**config.mk**
```make
export PLATFORM = sky130hd
export DESIGN_NAME = heading_hold_drive_mixer_top
export DESIGN_NICKNAME = d
export VERILOG_FILES = /design/src/hhdm_pkg.sv /design/src/heading_hold_drive_mixer_top.sv
export SDC_FILE = /design/constraint.sdc
export NUM_CORES = 2
export LEC_CHECK = 0
export BUFFER_PORTS_ARGS = -buffer_cell sky130_fd_sc_hd__buf_4
export CAP_MARGIN = 15
export CORE_MARGIN = 4
export CORE_UTILIZATION = 55
export DETAILED_ROUTE_END_ITERATION = 6
export PLACE_DENSITY = 0.68
export SLEW_MARGIN = 15
export SYNTH_ARGS = -nofsm -noshare
export SYNTH_HDL_FRONTEND = slang
export SYNTH_SLANG_ARGS = --single-unit
```
**constraint.sdc**
```tcl
create_clock -name clock -period 13.6 [get_ports clock]
set_input_delay 2.04 -clock clock [delete_from_list [all_inputs] [get_ports clock]]
set_output_delay 2.04 -clock clock [all_outputs]
set_load 0.03 [all_outputs]
```
**src/hhdm_pkg.sv**
```systemverilog
`timescale 1ns / 1ps
// ----------------------------------------------------------------------------
// Heading hold drive mixer package
// Shared types, constants and small arithmetic helpers for the drive mixer
// and its port checker.
// ----------------------------------------------------------------------------
package hhdm_pkg;

   // Hold mode, as shown on the result channel.
   typedef enum logic [1:0] {
      MODE_OFF   = 2'd0,
      MODE_SERVO = 2'd1,
      MODE_SAME  = 2'd2
   } mode_type;

   // Configuration register indexes.
   localparam int unsigned CSR_IDX_W = 2;
   localparam logic [CSR_IDX_W-1:0] CSR_PROP_GAIN        = 2'd0;
   localparam logic [CSR_IDX_W-1:0] CSR_DERIV_GAIN       = 2'd1;
   localparam logic [CSR_IDX_W-1:0] CSR_CORRECTION_RATIO = 2'd2;

   localparam logic [31:0] PROP_GAIN_RESET        = 32'd671089;
   localparam logic [31:0] DERIV_GAIN_RESET       = 32'd6711;
   localparam logic [15:0] CORRECTION_RATIO_RESET = 16'd19661;

   // Q1.15 limits: deadband edge (0.10), minimum turn cap and full scale.
   localparam logic signed [15:0] DB_LIMIT = 16'sd3276;
   localparam logic        [14:0] MIN_CAP  = 15'd3277;
   localparam logic signed [15:0] FULL_POS = 16'sd32767;

   // Negation that maps the most negative code to full positive scale.
   function automatic logic signed [15:0] neg_sat(input logic signed [15:0] x);
      if (x == -16'sd32768) begin
         return FULL_POS;
      end
      return -x;
   endfunction

   // Values of 0.10 of full scale and below become zero.
   function automatic logic signed [15:0] dead_band(input logic signed [15:0] x);
      if ((x > DB_LIMIT) || (x < -DB_LIMIT)) begin
         return x;
      end
      return 16'sd0;
   endfunction

   // Saturate a side sum to plus or minus full scale.
   function automatic logic signed [15:0] sat_unit(input logic signed [16:0] x);
      if (x > 17'sd32767) begin
         return FULL_POS;
      end
      if (x < -17'sd32767) begin
         return -FULL_POS;
      end
      return x[15:0];
   endfunction

endpackage

```
**src/heading_hold_drive_mixer_top.sv**
```systemverilog
`timescale 1ns / 1ps
// ----------------------------------------------------------------------------
// Heading hold drive mixer
// Stick shaping, heading hold mode control, PD turn correction and side
// mixing for a two-sided drive.
// ----------------------------------------------------------------------------
// The block takes one item per clock cycle while the result side does not stall,
// and returns one result for each item, passing it through the levels below.
// The four register levels are the input register, the gain products, the
// clamped PD turn term and the result register; each level has its own valid
// bit, so a stalled result only holds back the levels behind it that are full.
// The hold mode and the latched target heading advance as an item leaves the
// input register, so items are handled strictly in order. Gains and the turn
// cap ratio are read live and must only be written while the block is idle.
module heading_hold_drive_mixer_top
   import hhdm_pkg::*;
(
   input  logic                 clock,
   input  logic                 reset,
   // Input items
   input  logic                 req_valid,
   output logic                 req_ready,
   input  logic signed [15:0]   req_stick_forward,
   input  logic signed [15:0]   req_stick_turn,
   input  logic                 req_hold_button,
   input  logic                 req_heading_valid,
   input  logic signed [21:0]   req_heading,
   input  logic signed [15:0]   req_yaw_rate,
   // Result items
   output logic                 rsp_valid,
   input  logic                 rsp_ready,
   output logic signed [15:0]   rsp_left_drive,
   output logic signed [15:0]   rsp_right_drive,
   output logic [1:0]           rsp_hold_mode,
   // Configuration writes
   input  logic                 csr_we,
   input  logic [CSR_IDX_W-1:0] csr_index,
   input  logic [31:0]          csr_wdata
);

   // Configuration registers
   logic [31:0] prop_gain_ff;
   logic [31:0] deriv_gain_ff;
   logic [15:0] ratio_ff;

   always_ff @(posedge clock) begin
      if (reset) begin
         prop_gain_ff  <= PROP_GAIN_RESET;
         deriv_gain_ff <= DERIV_GAIN_RESET;
         ratio_ff      <= CORRECTION_RATIO_RESET;
      end else if (csr_we) begin
         unique case (csr_index)
            CSR_PROP_GAIN:        prop_gain_ff  <= csr_wdata;
            CSR_DERIV_GAIN:       deriv_gain_ff <= csr_wdata;
            CSR_CORRECTION_RATIO: ratio_ff      <= csr_wdata[15:0];
            default: ;
         endcase
      end
   end

   // Stage valid bits and readiness
   logic s1_valid_ff, s2_valid_ff, s3_valid_ff, out_valid_ff;
   logic s1_ready, s2_ready, s3_ready, out_ready;

   assign out_ready = !out_valid_ff || rsp_ready;
   assign s3_ready  = !s3_valid_ff || out_ready;
   assign s2_ready  = !s2_valid_ff || s3_ready;
   assign s1_ready  = !s1_valid_ff || s2_ready;
   assign req_ready = s1_ready;

   always_ff @(posedge clock) begin
      if (reset) begin
         s1_valid_ff  <= 1'b0;
         s2_valid_ff  <= 1'b0;
         s3_valid_ff  <= 1'b0;
         out_valid_ff <= 1'b0;
      end else begin
         if (s1_ready)  s1_valid_ff  <= req_valid;
         if (s2_ready)  s2_valid_ff  <= s1_valid_ff;
         if (s3_ready)  s3_valid_ff  <= s2_valid_ff;
         if (out_ready) out_valid_ff <= s3_valid_ff;
      end
   end

   // Input register
   logic signed [15:0] s1_fwd_ff, s1_turn_ff, s1_rate_ff;
   logic               s1_hold_ff, s1_hvalid_ff;
   logic signed [21:0] s1_head_ff;

   always_ff @(posedge clock) begin
      if (s1_ready && req_valid) begin
         s1_fwd_ff    <= req_stick_forward;
         s1_turn_ff   <= req_stick_turn;
         s1_hold_ff   <= req_hold_button;
         s1_hvalid_ff <= req_heading_valid;
         s1_head_ff   <= req_heading;
         s1_rate_ff   <= req_yaw_rate;
      end
   end

   // Hold mode state machine, stepped once per item leaving the input register.
   mode_type           mode_ff, mode_in;
   logic signed [21:0] target_ff, target_in;
   logic               s1_fire;

   assign s1_fire = s1_valid_ff && s2_ready;

   always_ff @(posedge clock) begin
      if (reset) begin
         mode_ff   <= MODE_OFF;
         target_ff <= '0;
      end else if (s1_fire) begin
         mode_ff   <= mode_in;
         target_ff <= target_in;
      end
   end

   always_comb begin
      mode_in   = MODE_OFF;
      target_in = target_ff;
      unique case (mode_ff)
         MODE_SERVO: begin
            if (!s1_hold_ff) begin
               mode_in = MODE_OFF;
            end else if (!s1_hvalid_ff) begin
               mode_in = MODE_SAME;
            end else begin
               mode_in = MODE_SERVO;
            end
         end
         MODE_SAME: begin
            mode_in = s1_hold_ff ? MODE_SAME : MODE_OFF;
         end
         default: begin
            if (s1_hold_ff) begin
               if (!s1_hvalid_ff) begin
                  mode_in = MODE_SAME;
               end else begin
                  mode_in   = MODE_SERVO;
                  target_in = s1_head_ff;
               end
            end
         end
      endcase
   end

   // Stick shaping, heading error and gain products
   logic signed [15:0] fwd_db, turn_db;
   logic signed [22:0] head_err;
   logic signed [55:0] prod_p;
   logic signed [48:0] prod_d;
   logic        [14:0] abs_fwd;
   logic        [30:0] cap_prod;

   assign fwd_db   = dead_band(neg_sat(s1_fwd_ff));
   assign turn_db  = dead_band(neg_sat(s1_turn_ff));
   assign head_err = {target_in[21], target_in} - {s1_head_ff[21], s1_head_ff};
   assign prod_p   = head_err * $signed({1'b0, prop_gain_ff});
   assign prod_d   = s1_rate_ff * $signed({1'b0, deriv_gain_ff});
   // The shaped forward axis never reaches -32768, so its magnitude fits 15 bits.
   assign abs_fwd  = fwd_db[15] ? 15'(-fwd_db) : fwd_db[14:0];
   assign cap_prod = abs_fwd * ratio_ff;

   mode_type           s2_mode_ff;
   logic signed [15:0] s2_fwd_ff, s2_turn_ff;
   logic signed [55:0] s2_prod_p_ff;
   logic signed [48:0] s2_prod_d_ff;
   logic        [14:0] s2_cap_ff;

   always_ff @(posedge clock) begin
      if (s1_fire) begin
         s2_mode_ff   <= mode_in;
         s2_fwd_ff    <= fwd_db;
         s2_turn_ff   <= turn_db;
         s2_prod_p_ff <= prod_p;
         s2_prod_d_ff <= prod_d;
         s2_cap_ff    <= cap_prod[30:16];
      end
   end

   // PD term, clamp and conversion to Q1.15
   logic        [14:0] cap;
   logic signed [56:0] pd, lim, pd_clamped;
   logic signed [15:0] turn_pd, turn_sel;

   assign cap = (s2_cap_ff < MIN_CAP) ? MIN_CAP : s2_cap_ff;
   assign lim = $signed({27'd0, cap, 15'd0});
   assign pd  = $signed({s2_prod_p_ff[55], s2_prod_p_ff})
              - $signed({{6{s2_prod_d_ff[48]}}, s2_prod_d_ff, 2'b00});

   always_comb begin
      if (pd > lim) begin
         pd_clamped = lim;
      end else if (pd < -lim) begin
         pd_clamped = -lim;
      end else begin
         pd_clamped = pd;
      end
   end

   // The limit is a whole multiple of 2^15, so flooring the clamped term is
   // just dropping its low bits; it stays within 31 bits.
   assign turn_pd = pd_clamped[30:15];

   always_comb begin
      case (s2_mode_ff)
         MODE_SERVO: turn_sel = turn_pd;
         MODE_SAME:  turn_sel = 16'sd0;
         default:    turn_sel = s2_turn_ff;
      endcase
   end

   mode_type           s3_mode_ff;
   logic signed [15:0] s3_fwd_ff, s3_turn_ff;

   always_ff @(posedge clock) begin
      if (s3_ready && s2_valid_ff) begin
         s3_mode_ff <= s2_mode_ff;
         s3_fwd_ff  <= s2_fwd_ff;
         s3_turn_ff <= turn_sel;
      end
   end

   // Side mixing and result register
   logic signed [16:0] sum_left, sum_right;
   logic signed [15:0] right_sat;

   assign sum_left  = {s3_fwd_ff[15], s3_fwd_ff} - {s3_turn_ff[15], s3_turn_ff};
   assign sum_right = {s3_fwd_ff[15], s3_fwd_ff} + {s3_turn_ff[15], s3_turn_ff};
   assign right_sat = sat_unit(sum_right);

   logic signed [15:0] out_left_ff, out_right_ff;
   mode_type           out_mode_ff;

   always_ff @(posedge clock) begin
      if (out_ready && s3_valid_ff) begin
         out_left_ff  <= sat_unit(sum_left);
         out_right_ff <= -right_sat;
         out_mode_ff  <= s3_mode_ff;
      end
   end

   assign rsp_valid       = out_valid_ff;
   assign rsp_left_drive  = out_left_ff;
   assign rsp_right_drive = out_right_ff;
   assign rsp_hold_mode   = out_mode_ff;

endmodule

```
==> flow_metrics.env <==
export IMPL_die_w_um=368
export IMPL_async_flop_share_pct=0
export IMPL_wl_per_cell_um=20.3
export IMPL_rsz0062_at_grt="false"
export IMPL_grt_usage_pct=29.5
export IMPL_crit_path_end_kind="register"
export IMPL_most_common_layout_cells="1574 x inv_1, 1298 x nand2_1, 1230 x fa_1"
export IMPL_grt_pass1_vias=56911
export IMPL_syn_area_per_cell_um2=8.95
export IMPL_num_nets_final=9906
export IMPL_min_period_over_period_pct=88.5
export IMPL_start_util_pct=55.6
export IMPL_maxSlewViolCount=0
export IMPL_clkLatencyLatePin_ns=0.65
export IMPL_cts_tree="built"
export IMPL_yosysTopAreaCellShare_pct=34.6
export IMPL_crit_type="reg2reg"
export IMPL_vias=54440
export IMPL_cts_htree_levels=2
export IMPL_antenna_left=0
export IMPL_finalSetupViolCount=0
export IMPL_gp_congestion=0.950
export IMPL_r2r_setup_slack_ns=1.56
export IMPL_dpl_cell_count=9606
export IMPL_io_buffers=146
export IMPL_relSlewSlack_pct=13.6
export IMPL_synth_ff_type="edfxtp_1"
export IMPL_post_cts_setup_buffers=0
export IMPL_hold_depth=0
export IMPL_clkSlewWorstSetupHoldPaths_ns=0.06
export IMPL_grt_pass1_wl_mm=315
export IMPL_rows=131
export IMPL_path_max_fanout=36
export IMPL_cts_sinks=402
export IMPL_ys_warn_count=0
export IMPL_min_to="s3_fwd_ff[3]"
export IMPL_synth_seq_area_share_pct=15.4
export IMPL_worst_pin_slew_ns=1.29
export IMPL_finalWirelength_mm=197
export IMPL_max_freq_mhz=83.1
export IMPL_grt_start_max_net_pins=165
export IMPL_synth_seq_cells=402
export IMPL_n_fill_cell=11380
export IMPL_drt_initial_drc_count=3791
export IMPL_cts_inserted_buffers=51
export IMPL_cts_resized=0
export IMPL_hpwl_mm=155
export IMPL_finalCriticalPeriod_ns=12.04
export IMPL_max_cap_violations=0
export IMPL_ios=147
export IMPL_cp_required_ns=13.99
export IMPL_slowest_delay_ns=0.85
export IMPL_layout_commonest_cell="inv_1"
export IMPL_tns_ns=0
export IMPL_r2r_worst_path_cells=40
export IMPL_status="finished, final reports clean"
export IMPL_via_per_inst=5.61
export IMPL_drive_gt1_share_pct=5.32
export IMPL_yosysTopAreaCell="fa_1"
export IMPL_fin_hold_ws_ns=0.428
export IMPL_grt_overflow=0
export IMPL_cts_root_buf="clkbuf_16"
export IMPL_cts_buffer_depth=3
export IMPL_crit_slowest_cell="xnor2_2"
export IMPL_ys_types=93
export IMPL_skew_ns=0.0374
export IMPL_r2r_end="s2_prod_p_ff[53]"
export IMPL_synth_edf_count=294
export IMPL_area_delta_synth_final_pct=6.58
export IMPL_rr_startpoint="mode_ff[0]"
export IMPL_dr_pass1_iters=6
export IMPL_drc=0
export IMPL_hold_violations=0
export IMPL_cts_hold_buf=0
export IMPL_die_height_um=368
export IMPL_syn_inst=7960
export IMPL_synth_area_um2=71300
export IMPL_worstSetupStartpointType="register"
export IMPL_synth_area_leaders="fa_1 35%, edfxtp_1 12%, ha_1 11%"
export IMPL_core_area_um2=128000
export IMPL_path_common_cell="fa_1"
export IMPL_layout_cells_non_filler=9703
export IMPL_min_from="s2_fwd_ff[3]"
export IMPL_antenna_found_initial=9
export IMPL_hold_path_class="reg2reg"
export IMPL_cp_arrival_ns=12.43
export IMPL_dieArea_um2=135000
-- worst max-delay path by stage --
stage | slack (ns) | to | cells after the start | startpoint
floorplan | 3.32 | s2_prod_p_ff[53] | 43 | mode_ff[0]
global placement | 1.63 | s2_prod_p_ff[54] | 40 | mode_ff[0]
detailed placement | 1.65 | s2_prod_p_ff[54] | 40 | mode_ff[0]
CTS | 1.65 | s2_prod_p_ff[54] | 40 | mode_ff[0]
global route | 0.75 | s2_prod_p_ff[54] | 40 | mode_ff[0]
finish | 1.56 | s2_prod_p_ff[53] | 40 | mode_ff[0]
-- cell type report --
cell class	count	area, µm²	area share [%]
diodes	2	5.00	0.00659
well taps	1729	2160	2.85
clock inverters	39	375	0.494
clock buffers	56	1340	1.76
multi-input cells	5652	53300	70.2
inverters	1574	5910	7.78
flip-flops and latches	402	11000	14.5
repair buffers	249	1880	2.48
-- Yosys cell counts, drive strengths merged (21+ instances only) --
master	instances
inv	1574
nand2	1298
fa	1231
ha	634
and2	482
clkbuf	346
a21oi	320
edfxtp	294
nor2	293
o21ai	177
xnor2	152
dfxtp	108
a21o	99
nor2b	75
xor2	73
nand2b	72
nor3	69
nand3	64
nand4	50
o21a	37
a211oi	33
mux2i	33
and3	31
nand3b	31
or2	27
o211ai	25
nor4	24
o21bai	22
or3	22
a31oi	21
-- sequential cells by signal, summed over array words and instances, names as in the netlist, 2 cells and up --
register	count
deriv_gain_ff	32
mode_ff	2
prop_gain_ff	32
ratio_ff	16
rsp_hold_mode	2
rsp_left_drive	16
rsp_right_drive	16
s1_fwd_ff	16
s1_head_ff	22
s1_rate_ff	16
s1_turn_ff	16
s2_cap_ff	15
s2_fwd_ff	16
s2_mode_ff	2
s2_prod_d_ff	49
s2_prod_p_ff	56
s2_turn_ff	16
s3_fwd_ff	16
s3_mode_ff	2
s3_turn_ff	16
target_ff	22
-- worst max-delay path: cells and delay by family, from the launching register on --
family	cells	cell delay (ns)
AND/OR/NAND/NOR	6	0.87
AO/OA/AOI/OAI	15	4.06
flip-flops	1	0.30
XOR/XNOR	2	0.94
adder cells (fa/ha/maj)	10	4.51
buffers and inverters	7	1.09
-- metrics by stage --
step / instance area [µm²] / setup WS (ns) / utilization [%]
floorplan: 71400 / 3.32 / -
global placement: 74200 / 1.63 / 57.9
detailed placement: 74200 / 1.65 / 57.9
CTS: 75900 / 1.65 / 59.2
global route: 75900 / 0.755 / 59.3
finish: 75900 / 1.56 / 59.3
-- kinds of logic (layout without fill, tap and decap cells) --
logic type | after synthesis | after routing | share of synthesized area [%]
xor+xnor | 225 | 225 | 2.77
other cells | 1 | 28 | 0.00526
compound gates | 894 | 894 | 7.99
fa+ha+maj | 1874 | 1874 | 45.8
mux | 35 | 35 | 0.495
simple gates | 2598 | 2598 | 17.3
buf+inv | 1931 | 1918 | 10.2
flops | 402 | 402 | 15.4
-- metal layers --
metal  vias to the layer above  global-route usage [%]  wire, µm
li1                      24654                       -         -
met3                       400                    5.98     16400
met1                     27330                    39.1     80000
met2                      2046                    48.2     92000
met4                        10                    10.7      8380
met5                         -                   0.534       143
Power is not shown: default switching activity piles up to over one toggle a cycle in this logic, so the estimate is an artifact.
